### config.mk
export PLATFORM = sky130hd
export DESIGN_NAME = round_robin_task_table
export DESIGN_NICKNAME = d
export VERILOG_FILES = /design/src/sv/rrtt_pkg.sv /design/src/sv/rrtt_cell.sv /design/src/sv/round_robin_task_table.sv
export SDC_FILE = /design/constraint.sdc
export NUM_CORES = 1
export LEC_CHECK = 0
export ABC_AREA = 1
export BUFFER_PORTS_ARGS = -buffer_cell sky130_fd_sc_hd__buf_2
export CAP_MARGIN = 0
export CORE_MARGIN = 4
export CORE_UTILIZATION = 61
export CTS_CLUSTER_DIAMETER = 80
export CTS_CLUSTER_SIZE = 24
export DETAILED_ROUTE_END_ITERATION = 6
export GPL_ROUTABILITY_DRIVEN = 1
export PLACE_DENSITY = 0.9
export SETUP_SLACK_MARGIN = 0.2
export SYNTH_ARGS = -nofsm -noshare
export SYNTH_HDL_FRONTEND = slang
export SYNTH_SLANG_ARGS = --single-unit
### constraint.sdc
create_clock -name aclk -period 20.1 [get_ports aclk]
set_input_delay 4.02 -clock aclk [delete_from_list [all_inputs] [get_ports aclk]]
set_output_delay 4.02 -clock aclk [all_outputs]
set_load 0.01 [all_outputs]
### src/sv/rrtt_pkg.sv
// ----------------------------------------------------------------------------
// rrtt_pkg: shared definitions for the round-robin task table
// Field widths of the stream payloads, action codes and status codes.
// ----------------------------------------------------------------------------
package rrtt_pkg;

    // Fixed payload field widths.
    localparam int SEL_W  = 16;
    localparam int TID_W  = 16;
    localparam int SLOT_W = 4;
    localparam int LIVE_W = 5;
    localparam int STAT_W = 3;
    localparam int ACT_W  = 2;

    // Actions carried in the input tuser.
    localparam logic [ACT_W-1:0] ACT_TICK     = 2'd0;
    localparam logic [ACT_W-1:0] ACT_ADD      = 2'd1;
    localparam logic [ACT_W-1:0] ACT_KILL_ID  = 2'd2;
    localparam logic [ACT_W-1:0] ACT_KILL_CUR = 2'd3;

    // Result status codes.
    localparam logic [STAT_W-1:0] STAT_OK        = 3'd0;
    localparam logic [STAT_W-1:0] STAT_NOT_FOUND = 3'd1;
    localparam logic [STAT_W-1:0] STAT_LAST_TASK = 3'd2;
    localparam logic [STAT_W-1:0] STAT_FULL      = 3'd3;
    localparam logic [STAT_W-1:0] STAT_NO_TASKS  = 3'd4;

endpackage

### src/sv/rrtt_cell.sv
// ----------------------------------------------------------------------------
// rrtt_cell: one table entry of the rotating task ring
// Holds one packed entry. It takes its neighbor's entry on a shift and can
// be loaded directly when the ring stands still.
// ----------------------------------------------------------------------------
module rrtt_cell #(
    parameter int DATA_W = 32
) (
    input  logic              aclk,
    input  logic              shift_en,
    input  logic [DATA_W-1:0] shift_in,
    input  logic              load_en,
    input  logic [DATA_W-1:0] load_in,
    output logic [DATA_W-1:0] entry_q
);

    logic [DATA_W-1:0] entry_reg;
    logic [DATA_W-1:0] entry_next;

    // A shift has priority; a direct load only happens while the ring rests.
    always_comb begin
        entry_next = entry_reg;
        if (shift_en) begin
            entry_next = shift_in;
        end else if (load_en) begin
            entry_next = load_in;
        end
    end

    always_ff @(posedge aclk) begin
        entry_reg <= entry_next;
    end

    assign entry_q = entry_reg;

endmodule

### src/sv/round_robin_task_table.sv
// Passes: tick and add take a capture pass from input transfer to result valid; kill by
// id takes a capture and a write pass, kill of the current task a capture, a search and
// a write pass. Each pass is one full turn of the entry ring, which shows one entry per
// cycle at the head cell. Items are served one by one; a stalled result delays the next.
// Reset (aresetn low, synchronous): one task, id 0 with selector 0, count 1, index 0.
// Other entries are left as they are; there is no clearing pass.
// ----------------------------------------------------------------------------
// round_robin_task_table: round-robin task table on a rotating ring of cells
// Ticks, adds and kills are served by rotating the table past a head cell,
// where the sequencer captures, searches and rewrites entries.
// ----------------------------------------------------------------------------
module round_robin_task_table
    import rrtt_pkg::*;
#(
    parameter int MAX_TASKS = 16,
    parameter int ID_BITS   = 16
) (
    input  logic              aclk,
    input  logic              aresetn,
    // Configuration: boot_selector register.
    input  logic              cfg_we,
    input  logic [SEL_W-1:0]  cfg_wdata,
    // Input stream.
    input  logic              s_tvalid,
    output logic              s_tready,
    input  logic [31:0]       s_tdata,   // [15:0] task_id, [31:16] task_selector
    input  logic [ACT_W-1:0]  s_tuser,   // [1:0] action
    // Result stream.
    output logic              m_tvalid,
    input  logic              m_tready,
    output logic [31:0]       m_tdata    // [15:0] next_selector, [19:16] current_slot,
                                         // [24:20] live_count, [25] reschedule,
                                         // [28:26] status, [31:29] zero
);

    localparam int IDX_W  = $clog2(MAX_TASKS);
    localparam int CNT_W  = $clog2(MAX_TASKS + 1);
    localparam int DATA_W = ID_BITS + SEL_W;
    localparam logic [IDX_W-1:0] LAST_STEP = IDX_W'(MAX_TASKS - 1);
    localparam logic [CNT_W-1:0] CNT_MAX   = CNT_W'(MAX_TASKS);

    // Sequencer states.
    localparam logic [2:0] ST_IDLE = 3'd0;
    localparam logic [2:0] ST_CAP  = 3'd1;
    localparam logic [2:0] ST_SRCH = 3'd2;
    localparam logic [2:0] ST_WR   = 3'd3;
    localparam logic [2:0] ST_DONE = 3'd4;

    logic [2:0]        state_reg, state_next;
    logic [IDX_W-1:0]  step_reg, step_next;
    logic [ACT_W-1:0]  act_reg, act_next;
    logic [ID_BITS-1:0] key_reg, key_next;
    logic [DATA_W-1:0] add_entry_reg, add_entry_next;
    logic [CNT_W-1:0]  count_reg, count_next;
    logic [IDX_W-1:0]  cur_reg, cur_next;
    logic              started_reg, started_next;
    logic [SEL_W-1:0]  cur_sel_reg, cur_sel_next;
    logic [SEL_W-1:0]  zero_sel_reg, zero_sel_next;
    logic [DATA_W-1:0] last_entry_reg, last_entry_next;
    logic              found_reg, found_next;
    logic [IDX_W-1:0]  slot_reg, slot_next;
    logic              m_tvalid_reg, m_tvalid_next;
    logic [31:0]       m_tdata_reg, m_tdata_next;

    logic [DATA_W-1:0] ring_q [MAX_TASKS];
    logic [DATA_W-1:0] wrap_data;
    logic              shift_en;
    logic              head_load;
    logic [DATA_W-1:0] head_load_data;
    logic [ID_BITS-1:0] head_id;
    logic [SEL_W-1:0]  head_sel;
    logic [CNT_W-1:0]  step_ext;
    logic              in_xfer;
    logic              search_en;
    logic              kill_ok;

    // Result fields of the item being finished.
    logic [SEL_W-1:0]  res_sel;
    logic [IDX_W-1:0]  res_cur;
    logic [CNT_W-1:0]  res_count;
    logic              res_resched;
    logic [STAT_W-1:0] res_status;
    logic [CNT_W-1:0]  kill_count;
    logic [IDX_W-1:0]  kill_cur;

    // Index normalization and tick advance at input transfer.
    logic [IDX_W-1:0]  cur_norm;
    logic [CNT_W-1:0]  tick_inc;
    logic [IDX_W-1:0]  tick_idx;

    assign in_xfer  = s_tvalid && s_tready;
    assign s_tready = (state_reg == ST_IDLE);
    assign m_tvalid = m_tvalid_reg;
    assign m_tdata  = m_tdata_reg;

    // The ring stands still during reset so that entry zero is restored in place.
    assign shift_en = aresetn &&
                      ((state_reg == ST_CAP) || (state_reg == ST_SRCH) || (state_reg == ST_WR));
    assign head_id  = ring_q[0][DATA_W-1:SEL_W];
    assign head_sel = ring_q[0][SEL_W-1:0];
    assign step_ext = CNT_W'(step_reg);
    assign kill_ok  = found_reg && (count_reg > CNT_W'(1));

    assign search_en = ((state_reg == ST_CAP) && (act_reg == ACT_KILL_ID)) ||
                       (state_reg == ST_SRCH);

    // Entry that re-enters the ring at its tail: a new task, a moved last
    // task, or the head entry unchanged.
    always_comb begin
        wrap_data = ring_q[0];
        if ((state_reg == ST_CAP) && (act_reg == ACT_ADD) && (step_ext == count_reg)) begin
            wrap_data = add_entry_reg;
        end else if ((state_reg == ST_WR) && kill_ok && (step_reg == slot_reg)) begin
            wrap_data = last_entry_reg;
        end
    end

    // Reset restores entry zero; a boot selector write before the first item
    // also updates it.
    always_comb begin
        head_load      = 1'b0;
        head_load_data = ring_q[0];
        if (!aresetn) begin
            head_load      = 1'b1;
            head_load_data = '0;
        end else if (cfg_we && !started_reg) begin
            head_load      = 1'b1;
            head_load_data = {head_id, cfg_wdata};
        end
    end

    // The ring of cells; each cell takes its upper neighbor's entry.
    for (genvar i = 0; i < MAX_TASKS; i++) begin : g_cell
        if (i == MAX_TASKS - 1) begin : g_tail
            rrtt_cell #(.DATA_W(DATA_W)) u_cell (
                .aclk     (aclk),
                .shift_en (shift_en),
                .shift_in (wrap_data),
                .load_en  (1'b0),
                .load_in  (wrap_data),
                .entry_q  (ring_q[i])
            );
        end else if (i == 0) begin : g_head
            rrtt_cell #(.DATA_W(DATA_W)) u_cell (
                .aclk     (aclk),
                .shift_en (shift_en),
                .shift_in (ring_q[i+1]),
                .load_en  (head_load),
                .load_in  (head_load_data),
                .entry_q  (ring_q[i])
            );
        end else begin : g_mid
            rrtt_cell #(.DATA_W(DATA_W)) u_cell (
                .aclk     (aclk),
                .shift_en (shift_en),
                .shift_in (ring_q[i+1]),
                .load_en  (1'b0),
                .load_in  (ring_q[i+1]),
                .entry_q  (ring_q[i])
            );
        end
    end

    // Current index as the item starts, and where a tick moves it.
    always_comb begin
        cur_norm = (CNT_W'(cur_reg) >= count_reg) ? '0 : cur_reg;
        tick_inc = CNT_W'(cur_norm) + CNT_W'(1);
        if (count_reg == '0) begin
            tick_idx = cur_norm;
        end else if (tick_inc >= count_reg) begin
            tick_idx = '0;
        end else begin
            tick_idx = IDX_W'(tick_inc);
        end
    end

    // Outcome of a kill that removes a task.
    always_comb begin
        kill_count = count_reg - CNT_W'(1);
        kill_cur   = (CNT_W'(cur_reg) >= kill_count) ? '0 : cur_reg;
    end

    // Result of the finished item.
    always_comb begin
        res_sel     = cur_sel_reg;
        res_cur     = cur_reg;
        res_count   = count_reg;
        res_resched = 1'b0;
        res_status  = STAT_OK;
        case (act_reg)
            ACT_TICK: begin
                if (count_reg == '0) begin
                    res_status = STAT_NO_TASKS;
                    res_sel    = '0;
                end
            end
            ACT_ADD: begin
                if (count_reg >= CNT_MAX) begin
                    res_status = STAT_FULL;
                end else begin
                    res_count = count_reg + CNT_W'(1);
                end
            end
            ACT_KILL_ID, ACT_KILL_CUR: begin
                if ((act_reg == ACT_KILL_CUR) && (count_reg == '0)) begin
                    res_status = STAT_NO_TASKS;
                    res_sel    = '0;
                end else if (!found_reg) begin
                    res_status = STAT_NOT_FOUND;
                end else if (!kill_ok) begin
                    res_status = STAT_LAST_TASK;
                end else begin
                    res_count   = kill_count;
                    res_cur     = kill_cur;
                    res_resched = 1'b1;
                    if (kill_cur == slot_reg) begin
                        res_sel = last_entry_reg[SEL_W-1:0];
                    end else if (kill_cur != cur_reg) begin
                        res_sel = zero_sel_reg;
                    end
                end
            end
            default: begin
                res_status = STAT_OK;
            end
        endcase
    end

    // Sequencer: capture pass, optional search pass, optional write pass.
    always_comb begin
        state_next      = state_reg;
        step_next       = step_reg;
        act_next        = act_reg;
        key_next        = key_reg;
        add_entry_next  = add_entry_reg;
        count_next      = count_reg;
        cur_next        = cur_reg;
        started_next    = started_reg;
        cur_sel_next    = cur_sel_reg;
        zero_sel_next   = zero_sel_reg;
        last_entry_next = last_entry_reg;
        found_next      = found_reg;
        slot_next       = slot_reg;
        m_tvalid_next   = m_tvalid_reg;
        m_tdata_next    = m_tdata_reg;

        // Result register drains independently of the work in progress.
        if (m_tvalid_reg && m_tready) begin
            m_tvalid_next = 1'b0;
        end

        case (state_reg)
            ST_IDLE: begin
                if (in_xfer) begin
                    started_next   = 1'b1;
                    act_next       = s_tuser;
                    key_next       = ID_BITS'(s_tdata[TID_W-1:0]);
                    add_entry_next = {ID_BITS'(s_tdata[TID_W-1:0]),
                                      s_tdata[TID_W+SEL_W-1:TID_W]};
                    cur_next       = (s_tuser == ACT_TICK) ? tick_idx : cur_norm;
                    found_next     = 1'b0;
                    slot_next      = '0;
                    step_next      = '0;
                    state_next     = ST_CAP;
                end
            end
            ST_CAP, ST_SRCH, ST_WR: begin
                if (state_reg == ST_CAP) begin
                    if (step_reg == cur_reg) begin
                        cur_sel_next = head_sel;
                        if (act_reg == ACT_KILL_CUR) begin
                            key_next = head_id;
                        end
                    end
                    if (step_reg == '0) begin
                        zero_sel_next = head_sel;
                    end
                    if (step_ext == count_reg - CNT_W'(1)) begin
                        last_entry_next = ring_q[0];
                    end
                end
                if (search_en && !found_reg && (step_ext < count_reg) &&
                    (head_id == key_reg)) begin
                    found_next = 1'b1;
                    slot_next  = step_reg;
                end
                if (step_reg == LAST_STEP) begin
                    step_next = '0;
                    case (state_reg)
                        ST_CAP: begin
                            if (act_reg == ACT_KILL_ID) begin
                                state_next = ST_WR;
                            end else if (act_reg == ACT_KILL_CUR) begin
                                state_next = ST_SRCH;
                            end else begin
                                state_next = ST_DONE;
                            end
                        end
                        ST_SRCH: begin
                            state_next = ST_WR;
                        end
                        default: begin
                            state_next = ST_DONE;
                        end
                    endcase
                end else begin
                    step_next = step_reg + IDX_W'(1);
                end
            end
            ST_DONE: begin
                if (!m_tvalid_reg || m_tready) begin
                    count_next    = res_count;
                    cur_next      = res_cur;
                    m_tvalid_next = 1'b1;
                    m_tdata_next  = {3'b000, res_status, res_resched,
                                     LIVE_W'(res_count), SLOT_W'(res_cur), res_sel};
                    state_next    = ST_IDLE;
                end
            end
            default: begin
                state_next = ST_IDLE;
            end
        endcase
    end

    // Control registers.
    always_ff @(posedge aclk) begin
        if (!aresetn) begin
            state_reg    <= ST_IDLE;
            step_reg     <= '0;
            count_reg    <= CNT_W'(1);
            cur_reg      <= '0;
            started_reg  <= 1'b0;
            found_reg    <= 1'b0;
            m_tvalid_reg <= 1'b0;
        end else begin
            state_reg    <= state_next;
            step_reg     <= step_next;
            count_reg    <= count_next;
            cur_reg      <= cur_next;
            started_reg  <= started_next;
            found_reg    <= found_next;
            m_tvalid_reg <= m_tvalid_next;
        end
    end

    // Payload registers.
    always_ff @(posedge aclk) begin
        act_reg        <= act_next;
        key_reg        <= key_next;
        add_entry_reg  <= add_entry_next;
        cur_sel_reg    <= cur_sel_next;
        zero_sel_reg   <= zero_sel_next;
        last_entry_reg <= last_entry_next;
        slot_reg       <= slot_next;
        m_tdata_reg    <= m_tdata_next;
    end

endmodule

==> results of run 1 <==
-- stage by stage --
step / instance area [um2] / utilization / total power, mW / hold WS [ps] / cells
after global placement: 25070 / 0.6472 / 2.913 / 400.1 / 2034
after floorplan: 24000 / - / 2.904 / 400.3 / 1453
after CTS: 26060 / 0.6728 / 3.734 / 416.3 / 2085
after global routing: 26060 / 0.6728 / 3.903 / 423.2 / 2085
after detailed placement: 25070 / 0.6472 / 2.980 / 404.5 / 2034
final: 26060 / 0.6728 / 3.735 / 407.2 / 2085
-- Yosys cell counts (2+ instances only) --
cell,n,area share
a211oi_1,4,0.0013
a21boi_0,2,0.00063
a21oi_1,51,0.011
a22o_1,16,0.0058
a31oi_1,3,0.00078
buf_1,2,0.00031
buf_2,3,0.00063
buf_4,4,0.0013
clkbuf_1,25,0.0039
dfxtp_1,19,0.016
edfxtp_1,659,0.82
ha_1,24,0.013
inv_1,114,0.018
inv_2,4,0.00063
mux2i_1,15,0.0063
nand2_1,210,0.033
nand2_2,2,0.00052
nand3_1,43,0.0090
nand4_1,7,0.0018
nor2_1,110,0.017
nor2_2,3,0.00078
nor3_1,4,0.00083
nor4_1,3,0.00078
o211ai_1,8,0.0025
o21ai_0,70,0.015
o21ai_1,2,0.00042
o221ai_1,3,0.0011
or2_2,4,0.0010
xnor2_1,10,0.0036
xor2_1,13,0.0047
-- critical path: stages --
cell    delay [ps]
buf_2          160
inv_1          270
nor2_4         210
buf_12         760
buf_4         1020
-- routing by layer --
| layer | up-vias | global-route usage | share of wire |
|---|---|---|---|
| met5 | - | 0 | 0 |
| met4 | 0 | 0.05513 | 0.028 |
| met3 | 128 | 0.03609 | 0.095 |
| met2 | 802 | 0.3520 | 0.49 |
| met1 | 5967 | 0.3098 | 0.39 |
| li1 | 5399 | - | - |
-- path summary, 6_finish.rpt --
| kind | from | to | slack (ps) | cells past startpoint |
|---|---|---|---|---|
| worst min register to register | g_cell[6].g_mid.u_cell.entry_q[29] | g_cell[5].g_mid.u_cell.entry_q[29] | 410 | 0 |
| worst max-delay path | aresetn | g_cell[5].g_mid.u_cell.entry_q[11] | 13680 | 5 |
| worst max register to register | count_reg[0] | m_tdata[5] | 16330 | 18 |
| worst min-delay path | g_cell[6].g_mid.u_cell.entry_q[29] | g_cell[5].g_mid.u_cell.entry_q[29] | 410 | 0 |
-- where the power goes --
group / leakage [nW] / internal (mW) / switching (mW)
clock: 0.474 / 0.339 / 0.402
sequential: 6.31 / 2.05 / 0.147
combinational: 2.57 / 0.197 / 0.597
-- kinds of logic after synthesis --
logic type | share of synthesized area
other | 0.0001563
xor gates and xnor gates | 0.009072
muxes | 0.006257
DFF | 0.8405
AOI/OAI and AO/OA | 0.03984
and+or+nand+nor | 0.06648
adders and majority gates | 0.01251
buffers and inverters | 0.02518
-- layout make-up --
class,count,area (um2)
sequential,678,20170
clock buffer,47,963.4
tap,518,648.1
fill,2317,12680
multi-input combinational,621,3258
clock inverter,4,27.53
timing repair buffer,98,548.0
inverter,119,446.7
==> flow_metrics.env, run 1 <==
export IMPL_pre_cts_slack_ps=13140
export IMPL_routabilityCongestion=0.8642
export IMPL_end_kind="register"
export IMPL_maxCapViolCount=0
export IMPL_ant_nets=0
export IMPL_hold_buffers=0
export IMPL_cts_root_buf="clkbuf_16"
export IMPL_initial_core_util=0.6195
export IMPL_syn_to_final_growth_pct=8.603
export IMPL_cts_setup_buffers=0
export IMPL_nNetsFinal=1631
export IMPL_syn_inst=1451
export IMPL_std_cell_rows=72
export IMPL_grtUsageTotal=0.2153
export IMPL_slew_violations=0
export IMPL_status="finished, final reports clean"
export IMPL_cts_sinks=678
export IMPL_setup_ws_ps=13680
export IMPL_coreArea_um2=38740
export IMPL_grt_pass1_wl_mm=69.08
export IMPL_drcViolationCount=0
export IMPL_setup_viol=0
export IMPL_ys_types=44
export IMPL_netlist_area_um2=24000
export IMPL_die_h_um=206.3
export IMPL_antenna_found_initial=0
export IMPL_required_ps=20260
export IMPL_max_slew_margin=0.2288
export IMPL_portBuffers=85
export IMPL_drt_iter0_markers=1794
export IMPL_die_w_um=206.3
export IMPL_p_leak_nw=9.357
export IMPL_worst_pin_slew_ps=1157
export IMPL_via_per_inst=5.897
export IMPL_fin_crit_ps=6422
export IMPL_clockBufferDepth=3
export IMPL_largest_reg_flops=448
export IMPL_synth_edff_count=659
export IMPL_async_flop_share=0
export IMPL_ys_flop_type="edfxtp_1"
export IMPL_drtPass1Iterations=6
export IMPL_io_pins=89
export IMPL_drt_total_wl_mm=45.87
export IMPL_critPathLaunchType="input pin"
export IMPL_grt_max_degree=209
export IMPL_vias=12300
export IMPL_ys_seq_area_frac=0.8405
export IMPL_grt_pass1_vias=11640
export IMPL_insertion_delay_ps=550
export IMPL_clk_pin_slew_ps=100
export IMPL_power_density_nw_per_um2=143.3
export IMPL_grt_overflow_total=0
export IMPL_cts_buffers=34
export IMPL_cts_tree="done"
export IMPL_ir_worst_vdd_v=0.0001127
export IMPL_fin_tns_setup_ps=0
export IMPL_final_cell_mix="659 x edfxtp_1, 210 x nand2_1, 114 x inv_1"
export IMPL_rsz0062_at_grt="false"
export IMPL_final_common_cell="edfxtp_1"
export IMPL_die_area_um2=42580
export IMPL_critPathMaxFanout=208
export IMPL_synth_warnings=0
export IMPL_drive_above_1_share=0.1015
export IMPL_fin_crit_sh=0.3195
export IMPL_hpwl_mm=26.57
export IMPL_htreeDepth=2
export IMPL_fmax_ghz=0.1557
export IMPL_arrival_ps=6580
export IMPL_diodes=0
export IMPL_crit_type="input pin to register"
export IMPL_skew_ps=24.29
export IMPL_hold_violations=0
export IMPL_cts_resized=0
export IMPL_wl_per_cell_um=22.00
export IMPL_avgSynthCellArea_um2=16.54
export IMPL_hold_class="register to register"
export IMPL_ys_ff_latch=678
No activity file was read; power rests on OpenSTA's default activity.
==> inputs of run 2 (changes only) <==
--- a/config.mk
+++ b/config.mk
@@ -9,12 +9,12 @@
 export BUFFER_PORTS_ARGS = -buffer_cell sky130_fd_sc_hd__buf_2
 export CAP_MARGIN = 0
 export CORE_MARGIN = 4
-export CORE_UTILIZATION = 61
+export CORE_UTILIZATION = 55
 export CTS_CLUSTER_DIAMETER = 80
 export CTS_CLUSTER_SIZE = 24
 export DETAILED_ROUTE_END_ITERATION = 6
 export GPL_ROUTABILITY_DRIVEN = 1
-export PLACE_DENSITY = 0.9
+export PLACE_DENSITY = 0.86
 export SETUP_SLACK_MARGIN = 0.2
 export SYNTH_ARGS = -nofsm -noshare
 export SYNTH_HDL_FRONTEND = slang
==> constraint.sdc (replaced) <==
create_clock -name aclk -period 5.68 [get_ports aclk]
set_input_delay 1.136 -clock aclk [delete_from_list [all_inputs] [get_ports aclk]]
set_output_delay 1.136 -clock aclk [all_outputs]
set_load 0.01 [all_outputs]
==> flow_metrics.env, run 2 (same netlist as run 1, synthesis figures left out) <==
export IMPL_maxCapViolCount=0
export IMPL_max_slew_margin=0.3231
export IMPL_final_cell_mix="659 x edfxtp_1, 210 x nand2_1, 114 x inv_1"
export IMPL_crit_chain="inv_1, ha_1, xnor2_1, ha_1, nand2_1, nand2_1, nand2_1, nand2_1, nand2_2, nand2_1, nand2_1, nand2_1, nor2_4, nand2_4, nand2_1, nand2_1, o21ai_1, nand2_1"
export IMPL_fin_crit_sh=0.6118
export IMPL_fmax_ghz=0.2878
export IMPL_p_leak_nw=9.399
export IMPL_die_h_um=216.9
export IMPL_drt_total_wl_mm=42.48
export IMPL_cp_common_cell="nand2_1"
export IMPL_dp_cells=2104
export IMPL_ant_nets=0
export IMPL_whs_ps=414.3
export IMPL_seq_power_share=0.587
export IMPL_grtUsageTotal=0.1788
export IMPL_htreeDepth=2
export IMPL_largest_reg_flops=448
export IMPL_cts_tree="done"
export IMPL_hold_buffers=0
export IMPL_drive_above_1_share=0.1049
export IMPL_crit_type="register to register"
export IMPL_power_density_nw_per_um2=501.4
export IMPL_max_stage_delay_ps=540
export IMPL_antenna_found_initial=1
export IMPL_cts_sinks=678
export IMPL_initial_core_util=0.5571
export IMPL_cts_root_buf="clkbuf_16"
export IMPL_routabilityCongestion=0.8342
export IMPL_cts_resized=0
export IMPL_insertion_delay_ps=560
export IMPL_clockBufferDepth=3
export IMPL_status="finished, final reports clean"
export IMPL_final_common_cell="edfxtp_1"
export IMPL_skew_ps=29.29
export IMPL_stdcell_count=2149
export IMPL_cts_buffers=35
export IMPL_p_sw_frac=0.3016
export IMPL_coreArea_um2=43080
export IMPL_syn_to_final_growth_pct=9.271
export IMPL_worst_pin_slew_ps=1013
export IMPL_power_frac_clock=0.203
export IMPL_hpwl_mm=25.80
export IMPL_die_area_um2=47040
export IMPL_required_ps=5990
export IMPL_die_w_um=216.9
export IMPL_grt_pass1_vias=11500
export IMPL_clk_pin_slew_ps=90
export IMPL_postLayoutCoreUtil=0.6087
export IMPL_hold_violations=0
export IMPL_slowest_stage="dfxtp_1"
export IMPL_grt_overflow_total=0
export IMPL_rsz0062_at_grt="false"
export IMPL_setup_viol=0
export IMPL_drcViolationCount=0
export IMPL_arrival_ps=3780
export IMPL_cts_setup_buffers=0
export IMPL_via_per_inst=5.479
export IMPL_grt_pass1_wl_mm=65.30
export IMPL_p_int_mw=9.183
export IMPL_drtPass1Iterations=6
export IMPL_p_comb_frac=0.210
export IMPL_nNetsFinal=1635
export IMPL_fin_tns_setup_ps=0
export IMPL_std_cell_rows=76
export IMPL_io_pins=89
export IMPL_critPathLaunchType="register"
export IMPL_critPathMaxFanout=17
export IMPL_power_mw=13.15
export IMPL_wl_per_cell_um=19.77
export IMPL_vias=11780
export IMPL_slew_violations=0
export IMPL_end_kind="register"
export IMPL_drt_iter0_markers=1430
export IMPL_ir_worst_vdd_v=0.0002549
export IMPL_fill_cells=2864
export IMPL_hold_class="register to register"
export IMPL_grt_max_degree=127
export IMPL_portBuffers=85
export IMPL_fin_crit_ps=3475
export IMPL_p_sw_mw=3.966
run 2: changes by cell type in the layout (fill, tap and decap cells not counted), sizes merged:
cell,before,now
diode,0,1
bufinv,0,1
buf,98,101
clkinvlp,2,0
inv,118,121
clkbuf,47,38
run 2: layout make-up:
| type | count | area (um2) | area share |
|---|---|---|---|
| Multi-Input combinational cell | 621 | 3258 | 0.1243 |
| Sequential cell | 678 | 20170 | 0.7692 |
| Clock inverter | 6 | 96.34 | 0.003674 |
| Tap cell | 585 | 732.0 | 0.02791 |
| Clock buffer | 38 | 908.4 | 0.03464 |
| Antenna cell | 1 | 2.502 | 0.00009543 |
| Inverter | 119 | 446.7 | 0.01703 |
| Timing Repair Buffer | 101 | 608.1 | 0.02319 |
run 2: worst paths after layout:
check / from / end / slack, ps / cells past startpoint
setup / recovery: count_reg[0] / m_tdata[5] / 2200 / 18
setup reg to reg: count_reg[0] / m_tdata[5] / 2200 / 18
hold reg to reg: g_cell[4].g_mid.u_cell.entry_q[9] / g_cell[3].g_mid.u_cell.entry_q[9] / 410 / 0
hold / removal: g_cell[4].g_mid.u_cell.entry_q[9] / g_cell[3].g_mid.u_cell.entry_q[9] / 410 / 0
run 2: power groups by stage:
stage | clock network [mW] | registers [mW] | logic [mW]
CTS | 2.75 | 7.73 | 2.76
finish | 2.67 | 7.72 | 2.76
global placement | 0 | 7.73 | 2.61
global route | 2.95 | 7.82 | 3.06
floorplan | 0 | 7.72 | 1.89
detailed placement | 0 | 7.80 | 2.73
run 2: critical path: cells and delay by family (launching register included):
family / cells / cell delay [ps]
and+or+nand+nor: 13 / 1410
adders and majority gates: 2 / 580
DFF: 1 / 540
xor gates and xnor gates: 1 / 350
buffers and inverters: 1 / 180
AOI/OAI and AO/OA: 1 / 150
run 2: through the flow:
stage | instance area (um2) | setup slack [ps]
2_1_floorplan | 24010 | 1648
3_3_place_gp | 25210 | 2271
3_5_place_dp | 25210 | 2120
4_1_cts | 26220 | 2207
5_1_grt | 26220 | 1885
6_report | 26220 | 2205
run 2: per-layer routing:
| layer | part of all wire | global-route usage | vias up |
|---|---|---|---|
| li1 | - | - | 5406 |
| met1 | 0.42 | 0.2618 | 5725 |
| met2 | 0.48 | 0.2851 | 559 |
| met3 | 0.073 | 0.02346 | 85 |
| met4 | 0.027 | 0.05957 | 0 |
| met5 | 0 | 0 | - |
